File: src/hw/rtl/course_mono_voice_allocator_assert.svh
// ----------------------------------------------------------------------------
// Course mono voice allocator assertion macros
// Shared property forms for the allocator checks, clocked on clk and
// disabled while rst_n is low.
// ----------------------------------------------------------------------------
`ifndef COURSE_MONO_VOICE_ALLOCATOR_ASSERT_SVH
`define COURSE_MONO_VOICE_ALLOCATOR_ASSERT_SVH

// The consequent must hold in the same cycle as the antecedent.
`define CMVA_ASSERT_IMPL(lbl, ante, cons, msg) \
    lbl: assert property (@(posedge clk) disable iff (!rst_n) (ante) |-> (cons)) \
        else $error(msg);

// The consequent must hold in the cycle after the antecedent.
`define CMVA_ASSERT_NEXT(lbl, ante, cons, msg) \
    lbl: assert property (@(posedge clk) disable iff (!rst_n) (ante) |=> (cons)) \
        else $error(msg);

`endif

File: src/hw/rtl/cmva_pkg.sv
`timescale 1ns / 1ps
// ----------------------------------------------------------------------------
// Course mono voice allocator package
// Sizes, codes and the command and status types shared by the allocator.
// ----------------------------------------------------------------------------
package cmva_pkg;

    localparam int NUM_VOICES  = 16;
    localparam int NUM_NOTES   = 32;
    localparam int STACK_DEPTH = 8;

    localparam int REQ_W   = 2;
    localparam int SLOT_W  = 5;
    localparam int PATH_W  = 8;
    localparam int KEY_W   = 10;
    localparam int VOICE_W = 4;
    localparam int TIME_W  = 64;
    localparam int ACT_W   = 2;
    localparam int DIDX_W  = 3;
    localparam int CNT_W   = 4;
    localparam int FREE_W  = 5;
    localparam int STK_AW  = VOICE_W + DIDX_W;

    localparam logic [KEY_W-1:0] KEY_MAX = 10'd1000;

    localparam logic [REQ_W-1:0] REQ_NOTE_ON  = 2'd0;
    localparam logic [REQ_W-1:0] REQ_NOTE_OFF = 2'd1;
    localparam logic [REQ_W-1:0] REQ_RELEASE  = 2'd2;

    localparam logic [ACT_W-1:0] ACT_END    = 2'd0;
    localparam logic [ACT_W-1:0] ACT_START  = 2'd1;
    localparam logic [ACT_W-1:0] ACT_NOFREE = 2'd2;

    typedef logic [2:0] emit_sel_t;
    localparam emit_sel_t EM_END        = 3'd0;
    localparam emit_sel_t EM_END_LATE   = 3'd1;
    localparam emit_sel_t EM_START_ITEM = 3'd2;
    localparam emit_sel_t EM_START_NEXT = 3'd3;
    localparam emit_sel_t EM_NOFREE     = 3'd4;

    typedef struct packed {
        logic      idle;
        logic      load_item;
        logic      do_release;
        logic      on_retrig;
        logic      on_alloc;
        logic      rec_rd;
        logic      rec_rd_nxt;
        logic      off_latch;
        logic      srch_rd;
        logic      srch_dec;
        logic      sh_init_ovf;
        logic      sh_init_rm;
        logic      sh_rd;
        logic      sh_wr;
        logic      push_wr;
        logic      cnt_dec;
        logic      tag_clear;
        logic      top_rd;
        logic      out_load;
        logic      out_last;
        emit_sel_t out_sel;
    } cmd_t;

    typedef struct packed {
        logic [REQ_W-1:0] req_type;
        logic             slot_ok;
        logic             mono_hit;
        logic             hit_held;
        logic             free_empty;
        logic             overflow;
        logic             rec_voice_ok;
        logic             k_zero;
        logic             stk_hit;
        logic             is_top;
        logic             cnt_one;
        logic             sh_done;
        logic             out_free;
    } status_t;

endpackage

File: src/hw/rtl/cmva_req_if.sv
`timescale 1ns / 1ps
// ----------------------------------------------------------------------------
// Key event channel
// Valid and ready handshake carrying one key event word.
// ----------------------------------------------------------------------------
interface cmva_req_if;
    logic                             valid;
    logic                             ready;
    logic [cmva_pkg::REQ_W-1:0]       req_type;
    logic [cmva_pkg::SLOT_W-1:0]      note_slot;
    logic [cmva_pkg::PATH_W-1:0]      path_id;
    logic [cmva_pkg::PATH_W-1:0]      course;
    logic [cmva_pkg::PATH_W-1:0]      key_in_course;
    logic [cmva_pkg::KEY_W-1:0]       key_number;
    logic [cmva_pkg::VOICE_W-1:0]     voice_in;
    logic [cmva_pkg::TIME_W-1:0]      event_time;

    modport source (
        output valid, req_type, note_slot, path_id, course, key_in_course,
               key_number, voice_in, event_time,
        input  ready
    );
    modport sink (
        input  valid, req_type, note_slot, path_id, course, key_in_course,
               key_number, voice_in, event_time,
        output ready
    );
endinterface

File: src/hw/rtl/cmva_res_if.sv
`timescale 1ns / 1ps
// ----------------------------------------------------------------------------
// Voice action channel
// Valid and ready handshake carrying one voice action word.
// ----------------------------------------------------------------------------
interface cmva_res_if;
    logic                          valid;
    logic                          ready;
    logic [cmva_pkg::ACT_W-1:0]    action;
    logic [cmva_pkg::VOICE_W-1:0]  voice_out;
    logic [cmva_pkg::SLOT_W-1:0]   played_slot;
    logic [cmva_pkg::KEY_W-1:0]    played_key;
    logic [cmva_pkg::TIME_W-1:0]   out_time;
    logic                          last;

    modport source (
        output valid, action, voice_out, played_slot, played_key, out_time, last,
        input  ready
    );
    modport sink (
        input  valid, action, voice_out, played_slot, played_key, out_time, last,
        output ready
    );
endinterface

File: src/hw/rtl/cmva_datapath.sv
`timescale 1ns / 1ps
// ----------------------------------------------------------------------------
// Allocator datapath
// Free voice queue, voice tags, note stacks, note records and output word.
// ----------------------------------------------------------------------------
module cmva_datapath (
    input  logic              clk,
    input  logic              rst_n,
    input  logic              cfg_we,
    input  logic              cfg_wdata,
    input  cmva_pkg::cmd_t    cmd,
    output cmva_pkg::status_t st,
    cmva_req_if.sink          req,
    cmva_res_if.source        res
);

    logic                          mono_reg;
    logic [cmva_pkg::REQ_W-1:0]    it_req_reg;
    logic [cmva_pkg::SLOT_W-1:0]   it_slot_reg;
    logic [cmva_pkg::PATH_W-1:0]   it_path_reg;
    logic [cmva_pkg::PATH_W-1:0]   it_course_reg;
    logic [cmva_pkg::KEY_W-1:0]    it_key_reg;
    logic [cmva_pkg::VOICE_W-1:0]  it_vin_reg;
    logic [cmva_pkg::TIME_W-1:0]   it_time_reg;

    logic [cmva_pkg::VOICE_W-1:0]  v_reg;
    logic [cmva_pkg::CNT_W-1:0]    k_reg;
    logic [cmva_pkg::CNT_W-1:0]    cnt_reg;
    logic [cmva_pkg::CNT_W-1:0]    sh_end_reg;
    logic [cmva_pkg::SLOT_W-1:0]   nxt_reg;

    logic [cmva_pkg::VOICE_W-1:0]  fifo_reg [cmva_pkg::NUM_VOICES];
    logic [cmva_pkg::FREE_W-1:0]   free_cnt_reg;
    logic [cmva_pkg::NUM_VOICES-1:0] busy_reg;
    logic [cmva_pkg::NUM_VOICES-1:0] tval_reg;
    logic [cmva_pkg::PATH_W-1:0]   tpath_reg [cmva_pkg::NUM_VOICES];
    logic [cmva_pkg::PATH_W-1:0]   tcourse_reg [cmva_pkg::NUM_VOICES];
    logic [cmva_pkg::CNT_W-1:0]    scnt_reg [cmva_pkg::NUM_VOICES];

    logic [cmva_pkg::SLOT_W-1:0]   stk_mem [cmva_pkg::NUM_VOICES*cmva_pkg::STACK_DEPTH];
    logic [cmva_pkg::SLOT_W-1:0]   stk_rdata_reg;
    logic [cmva_pkg::VOICE_W+cmva_pkg::KEY_W-1:0] rec_mem [cmva_pkg::NUM_NOTES];
    logic [cmva_pkg::VOICE_W+cmva_pkg::KEY_W-1:0] rec_rdata_reg;

    logic                          out_valid_reg;
    logic [cmva_pkg::ACT_W-1:0]    out_act_reg;
    logic [cmva_pkg::VOICE_W-1:0]  out_voice_reg;
    logic [cmva_pkg::SLOT_W-1:0]   out_slot_reg;
    logic [cmva_pkg::KEY_W-1:0]    out_key_reg;
    logic [cmva_pkg::TIME_W-1:0]   out_time_reg;
    logic                          out_last_reg;

    logic                          match_any;
    logic [cmva_pkg::VOICE_W-1:0]  match_idx;
    logic [cmva_pkg::KEY_W-1:0]    key_sat;
    logic [cmva_pkg::VOICE_W-1:0]  rec_v;
    logic [cmva_pkg::KEY_W-1:0]    rec_key;
    logic [cmva_pkg::DIDX_W-1:0]   push_idx;
    logic                          ovf;
    logic                          rel_ok;
    logic                          stk_we;
    logic [cmva_pkg::STK_AW-1:0]   stk_wa;
    logic [cmva_pkg::SLOT_W-1:0]   stk_wd;
    logic                          stk_re;
    logic [cmva_pkg::STK_AW-1:0]   stk_ra;
    logic                          rec_we;
    logic                          rec_re;
    logic [cmva_pkg::SLOT_W-1:0]   rec_ra;
    logic [cmva_pkg::VOICE_W-1:0]  new_v;
    logic [cmva_pkg::CNT_W-1:0]    km1;
    logic [cmva_pkg::CNT_W-1:0]    kp1;
    logic [cmva_pkg::CNT_W-1:0]    cm2;

    assign key_sat = (req.key_number > cmva_pkg::KEY_MAX) ? cmva_pkg::KEY_MAX
                                                            : req.key_number;
    assign rec_v   = rec_rdata_reg[cmva_pkg::VOICE_W+cmva_pkg::KEY_W-1:cmva_pkg::KEY_W];
    assign rec_key = rec_rdata_reg[cmva_pkg::KEY_W-1:0];

    always_comb
    begin
        match_any = 1'b0;
        match_idx = '0;
        for (int i = cmva_pkg::NUM_VOICES - 1; i >= 0; i--)
        begin
            if (tval_reg[i] && tpath_reg[i] == it_path_reg
                && tcourse_reg[i] == it_course_reg)
            begin
                match_any = 1'b1;
                match_idx = cmva_pkg::VOICE_W'(i);
            end
        end
    end

    assign ovf      = scnt_reg[v_reg] >= cmva_pkg::CNT_W'(cmva_pkg::STACK_DEPTH);
    assign push_idx = ovf ? cmva_pkg::DIDX_W'(cmva_pkg::STACK_DEPTH - 1)
                          : scnt_reg[v_reg][cmva_pkg::DIDX_W-1:0];
    assign rel_ok   = ({1'b0, it_vin_reg} < (cmva_pkg::VOICE_W+1)'(cmva_pkg::NUM_VOICES))
                      && busy_reg[it_vin_reg] && scnt_reg[it_vin_reg] == '0
                      && free_cnt_reg < cmva_pkg::FREE_W'(cmva_pkg::NUM_VOICES);
    assign new_v    = cmd.on_retrig ? match_idx : fifo_reg[0];
    assign km1      = k_reg - cmva_pkg::CNT_W'(1);
    assign kp1      = k_reg + cmva_pkg::CNT_W'(1);
    assign cm2      = cnt_reg - cmva_pkg::CNT_W'(2);

    always_comb
    begin
        stk_we = cmd.push_wr || cmd.sh_wr;
        stk_wa = {v_reg, cmd.push_wr ? push_idx : k_reg[cmva_pkg::DIDX_W-1:0]};
        stk_wd = cmd.push_wr ? it_slot_reg : stk_rdata_reg;
        stk_re = cmd.srch_rd || cmd.sh_rd || cmd.top_rd;
        priority if (cmd.srch_rd)
            stk_ra = {v_reg, km1[cmva_pkg::DIDX_W-1:0]};
        else if (cmd.sh_rd)
            stk_ra = {v_reg, kp1[cmva_pkg::DIDX_W-1:0]};
        else
            stk_ra = {v_reg, cm2[cmva_pkg::DIDX_W-1:0]};
        rec_we = cmd.on_retrig || cmd.on_alloc;
        rec_re = cmd.rec_rd || cmd.rec_rd_nxt;
        rec_ra = cmd.rec_rd_nxt ? stk_rdata_reg : it_slot_reg;
    end

    always_ff @(posedge clk)
    begin
        if (stk_we)
            stk_mem[stk_wa] <= stk_wd;
        if (stk_re)
            stk_rdata_reg <= stk_mem[stk_ra];
        if (rec_we)
            rec_mem[it_slot_reg] <= {new_v, it_key_reg};
        if (rec_re)
            rec_rdata_reg <= rec_mem[rec_ra];
    end

    always_ff @(posedge clk)
    begin
        if (cmd.load_item)
        begin
            it_req_reg    <= req.req_type;
            it_slot_reg   <= req.note_slot;
            it_path_reg   <= req.path_id;
            it_course_reg <= req.course;
            it_key_reg    <= key_sat;
            it_vin_reg    <= req.voice_in;
            it_time_reg   <= req.event_time;
        end
        if (cmd.on_retrig || cmd.on_alloc)
            v_reg <= new_v;
        if (cmd.off_latch)
        begin
            v_reg   <= rec_v;
            k_reg   <= scnt_reg[rec_v];
            cnt_reg <= scnt_reg[rec_v];
        end
        if (cmd.srch_dec)
            k_reg <= km1;
        if (cmd.sh_init_ovf)
        begin
            k_reg      <= '0;
            sh_end_reg <= cmva_pkg::CNT_W'(cmva_pkg::STACK_DEPTH - 1);
        end
        if (cmd.sh_init_rm)
        begin
            k_reg      <= km1;
            sh_end_reg <= cnt_reg - cmva_pkg::CNT_W'(1);
        end
        if (cmd.sh_wr)
            k_reg <= kp1;
        if (cmd.rec_rd_nxt)
            nxt_reg <= stk_rdata_reg;
        if (cmd.on_alloc)
        begin
            tpath_reg[fifo_reg[0]]   <= it_path_reg;
            tcourse_reg[fifo_reg[0]] <= it_course_reg;
        end
        if (cmd.out_load)
        begin
            out_last_reg <= cmd.out_last;
            unique case (cmd.out_sel)
                cmva_pkg::EM_END:
                begin
                    out_act_reg   <= cmva_pkg::ACT_END;
                    out_voice_reg <= v_reg;
                    out_slot_reg  <= '0;
                    out_key_reg   <= '0;
                    out_time_reg  <= it_time_reg;
                end
                cmva_pkg::EM_END_LATE:
                begin
                    out_act_reg   <= cmva_pkg::ACT_END;
                    out_voice_reg <= v_reg;
                    out_slot_reg  <= '0;
                    out_key_reg   <= '0;
                    out_time_reg  <= it_time_reg + cmva_pkg::TIME_W'(1);
                end
                cmva_pkg::EM_START_ITEM:
                begin
                    out_act_reg   <= cmva_pkg::ACT_START;
                    out_voice_reg <= v_reg;
                    out_slot_reg  <= it_slot_reg;
                    out_key_reg   <= it_key_reg;
                    out_time_reg  <= it_time_reg;
                end
                cmva_pkg::EM_START_NEXT:
                begin
                    out_act_reg   <= cmva_pkg::ACT_START;
                    out_voice_reg <= v_reg;
                    out_slot_reg  <= nxt_reg;
                    out_key_reg   <= rec_key;
                    out_time_reg  <= it_time_reg;
                end
                default:
                begin
                    out_act_reg   <= cmva_pkg::ACT_NOFREE;
                    out_voice_reg <= '0;
                    out_slot_reg  <= it_slot_reg;
                    out_key_reg   <= it_key_reg;
                    out_time_reg  <= it_time_reg;
                end
            endcase
        end
    end

    always_ff @(posedge clk or negedge rst_n)
    begin
        if (!rst_n)
        begin
            mono_reg      <= 1'b1;
            free_cnt_reg  <= cmva_pkg::FREE_W'(cmva_pkg::NUM_VOICES);
            busy_reg      <= '0;
            tval_reg      <= '0;
            out_valid_reg <= 1'b0;
            for (int i = 0; i < cmva_pkg::NUM_VOICES; i++)
            begin
                fifo_reg[i] <= cmva_pkg::VOICE_W'(i);
                scnt_reg[i] <= '0;
            end
        end
        else
        begin
            if (cfg_we)
                mono_reg <= cfg_wdata;
            if (cmd.out_load)
                out_valid_reg <= 1'b1;
            else if (res.ready)
                out_valid_reg <= 1'b0;
            if (cmd.do_release && rel_ok)
            begin
                busy_reg[it_vin_reg] <= 1'b0;
                fifo_reg[free_cnt_reg[cmva_pkg::VOICE_W-1:0]] <= it_vin_reg;
                free_cnt_reg <= free_cnt_reg + cmva_pkg::FREE_W'(1);
            end
            if (cmd.on_alloc)
            begin
                for (int i = 0; i < cmva_pkg::NUM_VOICES - 1; i++)
                    fifo_reg[i] <= fifo_reg[i+1];
                free_cnt_reg          <= free_cnt_reg - cmva_pkg::FREE_W'(1);
                busy_reg[fifo_reg[0]] <= 1'b1;
                tval_reg[fifo_reg[0]] <= mono_reg;
                scnt_reg[fifo_reg[0]] <= '0;
            end
            if (cmd.push_wr)
                scnt_reg[v_reg] <= {1'b0, push_idx} + cmva_pkg::CNT_W'(1);
            if (cmd.cnt_dec)
                scnt_reg[v_reg] <= cnt_reg - cmva_pkg::CNT_W'(1);
            if (cmd.tag_clear)
            begin
                for (int i = 0; i < cmva_pkg::NUM_VOICES; i++)
                begin
                    if (tpath_reg[i] == tpath_reg[v_reg]
                        && tcourse_reg[i] == tcourse_reg[v_reg])
                        tval_reg[i] <= 1'b0;
                end
            end
        end
    end

    always_comb
    begin
        st.req_type     = it_req_reg;
        st.slot_ok      = {1'b0, it_slot_reg} < (cmva_pkg::SLOT_W+1)'(cmva_pkg::NUM_NOTES);
        st.mono_hit     = mono_reg && match_any;
        st.hit_held     = scnt_reg[match_idx] != '0;
        st.free_empty   = free_cnt_reg == '0;
        st.overflow     = ovf;
        st.rec_voice_ok = {1'b0, rec_v} < (cmva_pkg::VOICE_W+1)'(cmva_pkg::NUM_VOICES);
        st.k_zero       = k_reg == '0;
        st.stk_hit      = stk_rdata_reg == it_slot_reg;
        st.is_top       = k_reg == cnt_reg;
        st.cnt_one      = cnt_reg == cmva_pkg::CNT_W'(1);
        st.sh_done      = k_reg == sh_end_reg;
        st.out_free     = !out_valid_reg || res.ready;
    end

    assign req.ready       = cmd.idle;
    assign res.valid       = out_valid_reg;
    assign res.action      = out_act_reg;
    assign res.voice_out   = out_voice_reg;
    assign res.played_slot = out_slot_reg;
    assign res.played_key  = out_key_reg;
    assign res.out_time    = out_time_reg;
    assign res.last        = out_last_reg;

endmodule

File: src/hw/rtl/cmva_controller.sv
`timescale 1ns / 1ps
// ----------------------------------------------------------------------------
// Allocator controller
// Sequences note on, note off and release handling over the datapath.
// ----------------------------------------------------------------------------
module cmva_controller (
    input  logic              clk,
    input  logic              rst_n,
    input  logic              req_valid,
    input  cmva_pkg::status_t st,
    output cmva_pkg::cmd_t    cmd
);

    localparam logic [4:0] S_IDLE        = 5'd0;
    localparam logic [4:0] S_DEC         = 5'd1;
    localparam logic [4:0] S_E_END_ON    = 5'd2;
    localparam logic [4:0] S_E_START_ON  = 5'd3;
    localparam logic [4:0] S_E_NOFREE    = 5'd4;
    localparam logic [4:0] S_PUSH        = 5'd5;
    localparam logic [4:0] S_PUSH_WR     = 5'd6;
    localparam logic [4:0] S_SH_RD       = 5'd7;
    localparam logic [4:0] S_SH_WR       = 5'd8;
    localparam logic [4:0] S_RM_DONE     = 5'd9;
    localparam logic [4:0] S_OFF_REC     = 5'd10;
    localparam logic [4:0] S_SRCH_RD     = 5'd11;
    localparam logic [4:0] S_SRCH_CHK    = 5'd12;
    localparam logic [4:0] S_TOP_WAIT    = 5'd13;
    localparam logic [4:0] S_E_END_OFF   = 5'd14;
    localparam logic [4:0] S_E_START_NXT = 5'd15;
    localparam logic [4:0] S_E_END_LATE  = 5'd16;

    logic [4:0] state_reg;
    logic [4:0] state_next;
    logic       ret_push_reg;
    logic       ret_push_next;

    always_ff @(posedge clk or negedge rst_n)
    begin
        if (!rst_n)
        begin
            state_reg    <= S_IDLE;
            ret_push_reg <= 1'b0;
        end
        else
        begin
            state_reg    <= state_next;
            ret_push_reg <= ret_push_next;
        end
    end

    always_comb
    begin
        cmd           = '0;
        cmd.out_sel   = cmva_pkg::EM_END;
        state_next    = state_reg;
        ret_push_next = ret_push_reg;
        unique case (state_reg)
            S_IDLE:
            begin
                cmd.idle = 1'b1;
                if (req_valid)
                begin
                    cmd.load_item = 1'b1;
                    state_next    = S_DEC;
                end
            end
            S_DEC:
            begin
                state_next = S_IDLE;
                if (st.req_type == cmva_pkg::REQ_RELEASE)
                    cmd.do_release = 1'b1;
                else if (st.req_type == cmva_pkg::REQ_NOTE_ON && st.slot_ok)
                begin
                    if (st.mono_hit)
                    begin
                        cmd.on_retrig = 1'b1;
                        state_next    = st.hit_held ? S_E_END_ON : S_E_START_ON;
                    end
                    else if (st.free_empty)
                        state_next = S_E_NOFREE;
                    else
                    begin
                        cmd.on_alloc = 1'b1;
                        state_next   = S_E_START_ON;
                    end
                end
                else if (st.req_type == cmva_pkg::REQ_NOTE_OFF && st.slot_ok)
                begin
                    cmd.rec_rd = 1'b1;
                    state_next = S_OFF_REC;
                end
            end
            S_E_END_ON:
            begin
                if (st.out_free)
                begin
                    cmd.out_load = 1'b1;
                    cmd.out_sel  = cmva_pkg::EM_END;
                    state_next   = S_E_START_ON;
                end
            end
            S_E_START_ON:
            begin
                if (st.out_free)
                begin
                    cmd.out_load = 1'b1;
                    cmd.out_last = 1'b1;
                    cmd.out_sel  = cmva_pkg::EM_START_ITEM;
                    state_next   = S_PUSH;
                end
            end
            S_E_NOFREE:
            begin
                if (st.out_free)
                begin
                    cmd.out_load = 1'b1;
                    cmd.out_last = 1'b1;
                    cmd.out_sel  = cmva_pkg::EM_NOFREE;
                    state_next   = S_IDLE;
                end
            end
            S_PUSH:
            begin
                if (st.overflow)
                begin
                    cmd.sh_init_ovf = 1'b1;
                    ret_push_next   = 1'b1;
                    state_next      = S_SH_RD;
                end
                else
                    state_next = S_PUSH_WR;
            end
            S_PUSH_WR:
            begin
                cmd.push_wr = 1'b1;
                state_next  = S_IDLE;
            end
            S_SH_RD:
            begin
                if (st.sh_done)
                    state_next = ret_push_reg ? S_PUSH_WR : S_RM_DONE;
                else
                begin
                    cmd.sh_rd  = 1'b1;
                    state_next = S_SH_WR;
                end
            end
            S_SH_WR:
            begin
                cmd.sh_wr  = 1'b1;
                state_next = S_SH_RD;
            end
            S_RM_DONE:
            begin
                cmd.cnt_dec = 1'b1;
                state_next  = S_IDLE;
            end
            S_OFF_REC:
            begin
                cmd.off_latch = 1'b1;
                state_next    = st.rec_voice_ok ? S_SRCH_RD : S_IDLE;
            end
            S_SRCH_RD:
            begin
                if (st.k_zero)
                    state_next = S_IDLE;
                else
                begin
                    cmd.srch_rd = 1'b1;
                    state_next  = S_SRCH_CHK;
                end
            end
            S_SRCH_CHK:
            begin
                if (!st.stk_hit)
                begin
                    cmd.srch_dec = 1'b1;
                    state_next   = S_SRCH_RD;
                end
                else if (!st.is_top)
                begin
                    cmd.sh_init_rm = 1'b1;
                    ret_push_next  = 1'b0;
                    state_next     = S_SH_RD;
                end
                else if (st.cnt_one)
                begin
                    cmd.cnt_dec   = 1'b1;
                    cmd.tag_clear = 1'b1;
                    state_next    = S_E_END_LATE;
                end
                else
                begin
                    cmd.cnt_dec = 1'b1;
                    cmd.top_rd  = 1'b1;
                    state_next  = S_TOP_WAIT;
                end
            end
            S_TOP_WAIT:
            begin
                cmd.rec_rd_nxt = 1'b1;
                state_next     = S_E_END_OFF;
            end
            S_E_END_OFF:
            begin
                if (st.out_free)
                begin
                    cmd.out_load = 1'b1;
                    cmd.out_sel  = cmva_pkg::EM_END;
                    state_next   = S_E_START_NXT;
                end
            end
            S_E_START_NXT:
            begin
                if (st.out_free)
                begin
                    cmd.out_load = 1'b1;
                    cmd.out_last = 1'b1;
                    cmd.out_sel  = cmva_pkg::EM_START_NEXT;
                    state_next   = S_IDLE;
                end
            end
            S_E_END_LATE:
            begin
                if (st.out_free)
                begin
                    cmd.out_load = 1'b1;
                    cmd.out_last = 1'b1;
                    cmd.out_sel  = cmva_pkg::EM_END_LATE;
                    state_next   = S_IDLE;
                end
            end
            default:
                state_next = S_IDLE;
        endcase
    end

endmodule

File: src/hw/rtl/course_mono_voice_allocator.sv
`timescale 1ns / 1ps
// A release is decided in the decode state; a note on emits its actions, then
// pushes the slot, shifting out the oldest entry of a full note stack. A note off
// searches the stack from the top and shifts down the entries above a lower note.
// Words are taken only in idle, so each event ends before the next is accepted.
// Reset clears the free queue to voices in order, tags, counts and the output;
// the note stack and note record memories are not cleared.
// ----------------------------------------------------------------------------
// Course mono voice allocator
// Maps key events onto voices with, when mono is enabled, one note per path and
// course and last-note priority.
// ----------------------------------------------------------------------------
`include "course_mono_voice_allocator_assert.svh"

module course_mono_voice_allocator (
    input  logic        clk,
    input  logic        rst_n,
    input  logic        cfg_we,
    input  logic        cfg_wdata,
    cmva_req_if.sink    req,
    cmva_res_if.source  res
);

    cmva_pkg::cmd_t    cmd;
    cmva_pkg::status_t st;

    cmva_controller u_ctrl (
        .clk       (clk),
        .rst_n     (rst_n),
        .req_valid (req.valid),
        .st        (st),
        .cmd       (cmd)
    );

    cmva_datapath u_dp (
        .clk       (clk),
        .rst_n     (rst_n),
        .cfg_we    (cfg_we),
        .cfg_wdata (cfg_wdata),
        .cmd       (cmd),
        .st        (st),
        .req       (req),
        .res       (res)
    );

    `CMVA_ASSERT_NEXT(a_busy_after_accept, req.valid && req.ready, !req.ready, "word taken while busy")
    `CMVA_ASSERT_IMPL(a_no_overwrite, cmd.out_load, st.out_free, "pending result overwritten")
    `CMVA_ASSERT_IMPL(a_alloc_has_voice, cmd.on_alloc, !st.free_empty, "voice taken from empty queue")

endmodule

File: src/flat_wrapper.sv
// flat-port wrapper written by rule: the top's interface ports become plain ports
module course_mono_voice_allocator_flat 
  (clk, rst_n, cfg_we, cfg_wdata, req_valid, req_req_type, req_note_slot, req_path_id, req_course, req_key_in_course, req_key_number, req_voice_in, req_event_time, req_ready, res_valid, res_action, res_voice_out, res_played_slot, res_played_key, res_out_time, res_last, res_ready);
  cmva_req_if req_i ();
  cmva_res_if res_i ();
  input  logic clk;
  input  logic rst_n;
  input  logic cfg_we;
  input  logic cfg_wdata;
  input wire logic [$bits(req_i.valid)-1:0] req_valid;
  input wire logic [$bits(req_i.req_type)-1:0] req_req_type;
  input wire logic [$bits(req_i.note_slot)-1:0] req_note_slot;
  input wire logic [$bits(req_i.path_id)-1:0] req_path_id;
  input wire logic [$bits(req_i.course)-1:0] req_course;
  input wire logic [$bits(req_i.key_in_course)-1:0] req_key_in_course;
  input wire logic [$bits(req_i.key_number)-1:0] req_key_number;
  input wire logic [$bits(req_i.voice_in)-1:0] req_voice_in;
  input wire logic [$bits(req_i.event_time)-1:0] req_event_time;
  output wire logic [$bits(req_i.ready)-1:0] req_ready;
  output wire logic [$bits(res_i.valid)-1:0] res_valid;
  output wire logic [$bits(res_i.action)-1:0] res_action;
  output wire logic [$bits(res_i.voice_out)-1:0] res_voice_out;
  output wire logic [$bits(res_i.played_slot)-1:0] res_played_slot;
  output wire logic [$bits(res_i.played_key)-1:0] res_played_key;
  output wire logic [$bits(res_i.out_time)-1:0] res_out_time;
  output wire logic [$bits(res_i.last)-1:0] res_last;
  input wire logic [$bits(res_i.ready)-1:0] res_ready;
  assign req_i.valid = req_valid;
  assign req_i.req_type = req_req_type;
  assign req_i.note_slot = req_note_slot;
  assign req_i.path_id = req_path_id;
  assign req_i.course = req_course;
  assign req_i.key_in_course = req_key_in_course;
  assign req_i.key_number = req_key_number;
  assign req_i.voice_in = req_voice_in;
  assign req_i.event_time = req_event_time;
  assign req_ready = req_i.ready;
  assign res_valid = res_i.valid;
  assign res_action = res_i.action;
  assign res_voice_out = res_i.voice_out;
  assign res_played_slot = res_i.played_slot;
  assign res_played_key = res_i.played_key;
  assign res_out_time = res_i.out_time;
  assign res_last = res_i.last;
  assign res_i.ready = res_ready;
  course_mono_voice_allocator u_core (.clk(clk), .rst_n(rst_n), .cfg_we(cfg_we), .cfg_wdata(cfg_wdata), .req(req_i), .res(res_i));
endmodule
File: config.mk
export PLATFORM = sky130hd
export DESIGN_NAME = course_mono_voice_allocator_flat
export DESIGN_NICKNAME = d
export VERILOG_FILES = /design/src/hw/rtl/cmva_pkg.sv /design/src/hw/rtl/cmva_req_if.sv /design/src/hw/rtl/cmva_res_if.sv /design/src/hw/rtl/cmva_datapath.sv /design/src/hw/rtl/cmva_controller.sv /design/src/hw/rtl/course_mono_voice_allocator.sv /design/src/flat_wrapper.sv
export VERILOG_INCLUDE_DIRS = /design/src /design/src/hw/rtl
export SDC_FILE = /design/constraint.sdc
export NUM_CORES = 2
export LEC_CHECK = 0
export CAP_MARGIN = 20
export CORE_UTILIZATION = 64
export CTS_CLUSTER_DIAMETER = 120
export CTS_CLUSTER_SIZE = 24
export DETAILED_ROUTE_END_ITERATION = 10
export DONT_BUFFER_PORTS = 1
export MAX_ROUTING_LAYER = met4
export PLACE_DENSITY = 0.89
export RECOVER_POWER = 50
export SETUP_SLACK_MARGIN = 0.05
export SLEW_MARGIN = 15
export SYNTH_ARGS = -nofsm -noshare
export SYNTH_HDL_FRONTEND = slang
export SYNTH_SLANG_ARGS = --single-unit
File: constraint.sdc
create_clock -name clk -period 6.6 [get_ports clk]
set_clock_uncertainty 0.2 [all_clocks]
set_input_delay 1.65 -clock clk [delete_from_list [all_inputs] [get_ports clk]]
set_output_delay 1.65 -clock clk [all_outputs]
set_load 0.1 [all_outputs]
== Word-level counts from Yosys, hierarchy flattened ==
Memory sizes are Yosys's and may differ from the RTL's. A register that Yosys moved wholly into a read port is not among the register bits.
Cells that the tools add are included.

* Memory bits (read-only): 0
* Input port bits: 115
* Bits in registers: 381
* RAM bits: 1344
* Latch bits: 0
* Memories: 4

* Divide/modulo/power cells: 0
* Multiplexer cells: 180
* Add/sub/neg operators: 8
* Shifts and indexed selects: 0
* Reduce and logical (&&, ||, !) cells: 84
* $mul: 0
* Equality and inequality tests: 97
* Bitwise logic cells: 11
* $lt $le $gt $ge: 16

{| class="wikitable"
|+ Memories
! memory !! depth !! bits a word !! rd ports !! clocked after Yosys merged registers in !! write ports !! line !! RTL
|-
| u_core.u_dp.stk_mem || 128 || 5 || 1 || 1 || 1 || cmva_datapath.sv:40 || <nowiki>logic [cmva_pkg::SLOT_W-1:0] stk_mem [cmva_pkg::NUM_VOICES*cmva_pkg::STACK_DEPTH];</nowiki>
|-
| u_core.u_dp.rec_mem || 32 || 14 || 1 || 1 || 1 || cmva_datapath.sv:42 || <nowiki>logic [cmva_pkg::VOICE_W+cmva_pkg::KEY_W-1:0] rec_mem [cmva_pkg::NUM_NOTES];</nowiki>
|-
| u_core.u_dp.tcourse_reg || 16 || 8 || 17 || 1 || 1 || cmva_datapath.sv:37 || <nowiki>logic [cmva_pkg::PATH_W-1:0] tcourse_reg [cmva_pkg::NUM_VOICES];</nowiki>
|-
| u_core.u_dp.tpath_reg || 16 || 8 || 17 || 1 || 1 || cmva_datapath.sv:36 || <nowiki>logic [cmva_pkg::PATH_W-1:0] tpath_reg [cmva_pkg::NUM_VOICES];</nowiki>
|}

{| class="wikitable"
|+ Operators by type and width
! cell !! count
|-
| equality test 8 bit || 64
|-
| 2-to-1 mux 64 bit || 5
|-
| bitwise mux 64 bit || 3
|-
| 2-to-1 mux 4 bit || 44
|-
| 2-to-1 mux 5 bit || 19
|-
| 2-to-1 mux 1 bit || 73
|-
| one-hot mux 5 bit (13 select lines) || 1
|-
| adder 64 x 1 -> 64 bit, second input constant || 1
|-
| bitwise AND 64 bit || 1
|-
| binary-select mux 4 bit (select 4 bit) || 4
|-
| 2-to-1 mux 16 bit || 4
|-
| inverter 64 bit || 1
|-
| 2-to-1 mux 60 bit || 1
|-
| logical AND 1 bit || 57
|-
| demux 4 bit (select 4 bit) || 3
|-
| equality test 5 x 4 -> 1 bit, second input constant || 8
|-
| greater-or-equal comparator 5 bit, second input constant || 6
|-
| inverter 4 -> 5 bit || 6
|-
| 2-to-1 mux 3 bit || 8
|-
| equality test 5 x 3 -> 1 bit, second input constant || 4
|-
| one-hot mux 10 bit (2 select lines) || 1
|-
| bitwise AND 16 bit || 1
|-
| bitwise mux 16 bit || 1
|-
| inverter 16 bit || 1
|-
| 48 further kinds || 79
|}

== Depth between registers and ports, before layout ==
An unclocked memory read counts as a cell.

* Word-level depth: 30
* Mapped depth: 19

== By module ==
From an unflattened synthesis, not the netlist that was laid out.

* Cell total of the unflattened synthesis: 4875
* Area total of the unflattened synthesis: 78293.8 um2

{| class="wikitable"
|+ By module, submodules not included
! module !! times used !! area each (um2) !! cells each
|-
| cmva_datapath || 1 || 77449.3 || 4758
|-
| cmva_controller || 1 || 844.6 || 117
|}

== Worst setup path after synthesis ==
No wires, ideal clock.

* Kind: in2reg
* Start point: input res_ready
* End point: register u_core.u_dp.out_act_reg, in the netlist u_core.u_dp.res.action[0], enable pin
* Path buffers: 0
* Data arrival time: 5308 ps
* Cell stages on the path: 2
* Slack: 560 ps
* Path through: nor2b_1 nor2_1

{| class="wikitable"
|+ RTL lines
! element !! line !! RTL
|-
| start, declared || flat_wrapper.sv:27 || <nowiki>input wire logic [$bits(res_i.ready)-1:0] res_ready;</nowiki>
|-
| end signal, assigned || cmva_datapath.sv:181 || <nowiki>out_act_reg <= cmva_pkg::ACT_END;</nowiki>
|-
| end signal, assigned || cmva_datapath.sv:189 || <nowiki>out_act_reg <= cmva_pkg::ACT_END;</nowiki>
|-
| end signal, assigned || cmva_datapath.sv:197 || <nowiki>out_act_reg <= cmva_pkg::ACT_START;</nowiki>
|-
| end, declared || cmva_datapath.sv:46 || <nowiki>logic [cmva_pkg::ACT_W-1:0] out_act_reg;</nowiki>
|}

== Worst setup path after layout ==
* Start point: register u_core.u_ctrl.state_reg[4]
* End point: memory u_core.u_dp.stk_mem[27][1] (netlist bit) (data pin)

* Longest elaborated chain between the ends: 3

{| class="wikitable"
|+ Ends and longest elaborated chain
! element !! line !! RTL
|-
| start, declared || cmva_controller.sv:32 || <nowiki>logic [4:0] state_reg;</nowiki>
|-
| start signal, assigned || cmva_controller.sv:46 || <nowiki>state_reg <= state_next;</nowiki>
|-
| equality test 5 x 3 -> 1 bit || cmva_controller.sv:57 || <nowiki>unique case (state_reg)</nowiki>
|-
| 2-to-1 mux 1 bit || cmva_controller.sv:57 ||
|-
| 2-to-1 mux 5 bit || cmva_datapath.sv:109 || <nowiki>stk_wd = cmd.push_wr ? it_slot_reg : stk_rdata_reg;</nowiki>
|-
| via u_core.u_dp.stk_wd, one bit || cmva_datapath.sv:63 || <nowiki>logic [cmva_pkg::SLOT_W-1:0] stk_wd;</nowiki>
|-
| end, declared || cmva_datapath.sv:40 ||
|}

The timed path passes the listed nets, and every way through them passes these cells.

==> results.yml <==
outcome:
  outcome: "complete, but fails checks"
  failed_checks: "max-capacitance violations, max-slew violations"
worst_hold_path:
  min_path_type: "flip-flop to flip-flop"
  hold_path_depth: 2
  min_from: "u_core.u_dp.fifo_reg[34]"
  min_delay_worst_endpoint: "u_core.u_dp.fifo_reg[38]"
sta:
  slew_headroom: -1.21
  hold_slack_ns: 0.273
  setup_tns_ns: 0
  max_freq_ghz: 0.168
  min_period_over_period: 0.901
  setup_viol: 0
  rsz0062_at_grt: "no"
  fin_crit_ns: 5.94
  report.final.slew_viol_count: 667
  worstMarginPinSlew_ns: 3.32
  hold_violations: 0
routing:
  vias: 52400
  viasPerCell: 7.04
  routed_wl_um: 214000
  drtPass1Iterations: 9
  drc: 0
  ant_nets: 0
  wire_per_inst_um: 28.8
  drt_iter0_markers: 8843
global_routing:
  grt_max_degree: 174
  overflow: 0
  grt_pass1_wl_um: 316000
  antenna_found_initial: 15
  grt_pass1_vias: 50200
  grt_usage: 0.348
placement:
  place_congestion: 1.03
  port_buffers: 0
  dp_hpwl_um: 136000
yosys:
  synth_area_per_cell_um2: 13.4
  syn_area_um2: 79200
  yosys_warnings: 0
  synth.distinct_cells: 81
  synth-edff-count: 1571
  syn_inst: 5894
  seq_area_frac_synth: 0.652
  synth_ff_type: "edfxtp_1"
  synth_top_area_frac: 0.596
  syn_nets: 6022
  ys_ff_latch: 1748
  yosys.area.top_type: "edfxtp_1"
  synth_area_leaders: "edfxtp_1, mux4_2, nand2_1"
  async_reset_ff_frac: 0.0990
critical_path:
  r2r_setup_slack_ns: 0.66
  path_class: "flip-flop to flip-flop"
  cp.arrival_ns: 6.25
  timing.rr.start: "u_core.u_ctrl.state_reg[4]"
  start_kind: "flip-flop"
  setup.worst_path.end_class: "flip-flop"
  r2r_end: "u_core.u_dp.stk_mem[27][1]"
  reg2reg_depth: 7
  crit_fanout: 72
  crit_required_ns: 6.90
job:
  drv_cap: 15
finish:
  top_regs: "u_core.u_dp.stk_mem x640, u_core.u_dp.rec_mem x448"
  nNetsFinal: 5875
  nFillCells: 7646
  drive_gt1_frac: 0.0940
  largest_reg_flops: 640
  area_growth_pct: 5.24
  top_register: "u_core.u_dp.stk_mem"
cts:
  cts_resized: 0
  clockBufferDepth: 3
  post-cts-setup-buffers: 0
  htree_num_levels: 3
  cts_tree: "yes"
  clock_latency_ns: 0.75
  root_buffer: "clkbuf_16"
  cts.sinks: 1748
  cts_made_buffers: 82
  postCtsHoldBufs: 0
  clkTransAtPathRegs_ns: 0.10
power:
  powerDensity_nw_per_um2: 341
  p_leak_nw: 27.9
  vdd_ir_drop_max_v: 0.000329
floorplanning:
  die_h_um: 354
  die-area_um2: 125000
  row_count: 128
  start_util: 0.648
  die_x_um: 354
  coreArea_um2: 122000
  io_pins: 203
cell type report:
class,instances,area (um^2),share of cell area
Sequential cell,1748,51600,0.619
Multi-Input combinational cell,3735,26000,0.312
Clock buffer,129,2230,0.0267
Tap cell,1625,2030,0.0244
Timing Repair Buffer,138,1110,0.0134
Inverter,42,158,0.00189
Clock inverter,8,146,0.00176
Antenna cell,21,52.6,0.000630
per-stage QoR:
| step | util | power [mW] | worst slack (ns) | instance area (um^2) | instances |
|---|---|---|---|---|---|
| 2_1_floorplan | - | 20.1 | 0.560 | 79200 | 5894 |
| 3_3_place_gp | 0.662 | 22.2 | 1.39 | 80900 | 7273 |
| 3_5_place_dp | 0.662 | 22.4 | 1.22 | 80900 | 7273 |
| 4_1_cts | 0.682 | 28.0 | 1.16 | 83300 | 7410 |
| 5_1_grt | 0.682 | 29.1 | 0.474 | 83300 | 7443 |
| 6_report | 0.682 | 28.4 | 0.657 | 83400 | 7446 |
synthesized netlist by cell type (all sizes together) (15+ instances only):
library cell / count
a21oi: 65
dfrtp: 139
nand2: 1027
o211ai: 17
or4: 18
nor3: 26
nand4: 96
xor2: 174
nor4: 82
buf: 171
nand3b: 15
mux2: 22
nor2: 324
a22o: 19
nand2b: 20
nand3: 364
a311oi: 121
nor2b: 19
and3: 118
a31oi: 103
xnor2: 424
o21ai: 157
inv: 42
mux4: 232
dfstp: 34
clkbuf: 198
mux2i: 97
edfxtp: 1571
critical path: stages, from the launching register on:
cell and delay (ns):
dfrtp_1 0.60, nor3b_1 0.62, and2_0 0.26, clkbuf_1 1.16, nand2_1 0.15, nand2_1 0.88
clkbuf_2 1.26, buf_4 0.50
routing by layer:
layer  share of wire  up-vias  track usage
met1            0.34    25500        0.454
met5               0        -            -
li1                -    21700            -
met4           0.045        0        0.134
met2            0.46     4498        0.519
met3            0.15      716        0.102
cell families after synthesis:
group                      synth area share
buffers and inverters                0.0221
adders and majority gates           0.00215
DFF                                   0.652
and+or+nand+nor                       0.128
AOI/OAI and AO/OA                    0.0485
muxes                                0.0813
xor gates and xnor gates             0.0662
worst max-delay path by stage:
stage / endpoint / depth (start not counted) / startpoint / slack [ns]
final: u_core.u_dp.stk_mem[27][1] / 7 / u_core.u_ctrl.state_reg[4] / 0.66
after global routing: u_core.u_dp.stk_mem[13][1] / 7 / u_core.u_ctrl.state_reg[2] / 0.47
after CTS: u_core.u_dp.stk_rdata_reg[3] / 15 / u_core.u_dp.k_reg[0] / 1.16
after detailed placement: u_core.u_dp.res.out_time[56] / 12 / res_ready / 1.22
after global placement: u_core.u_dp.res.out_time[56] / 12 / res_ready / 1.39
after floorplan: u_core.u_dp.res.action[0] / 2 / res_ready / 0.56
where the power goes:
group	internal [mW]	leakage (nW)	switching, mW
Clock	2.41	1.13	3.40
Sequential	13.3	16.5	2.03
Combinational	2.43	10.3	4.84
cells in the final DEF (no fill, tap or decap), types with 63 or more instances in the layout:
| master | n |
|---|---|
| xnor2_1 | 422 |
| a31oi_1 | 102 |
| nor2_1 | 322 |
| nand2_1 | 1024 |
| nor4_1 | 80 |
| nand3_1 | 364 |
| edfxtp_1 | 1571 |
| mux4_2 | 232 |
| o21ai_0 | 150 |
| clkbuf_1 | 69 |
| xor2_1 | 173 |
| a311oi_1 | 121 |
| a21oi_1 | 63 |
| clkbuf_16 | 82 |
| nand4_1 | 96 |
| dfrtp_1 | 139 |
| buf_4 | 98 |
| and3_1 | 118 |
| mux2i_1 | 90 |
(Power assumes the default switching activity.)
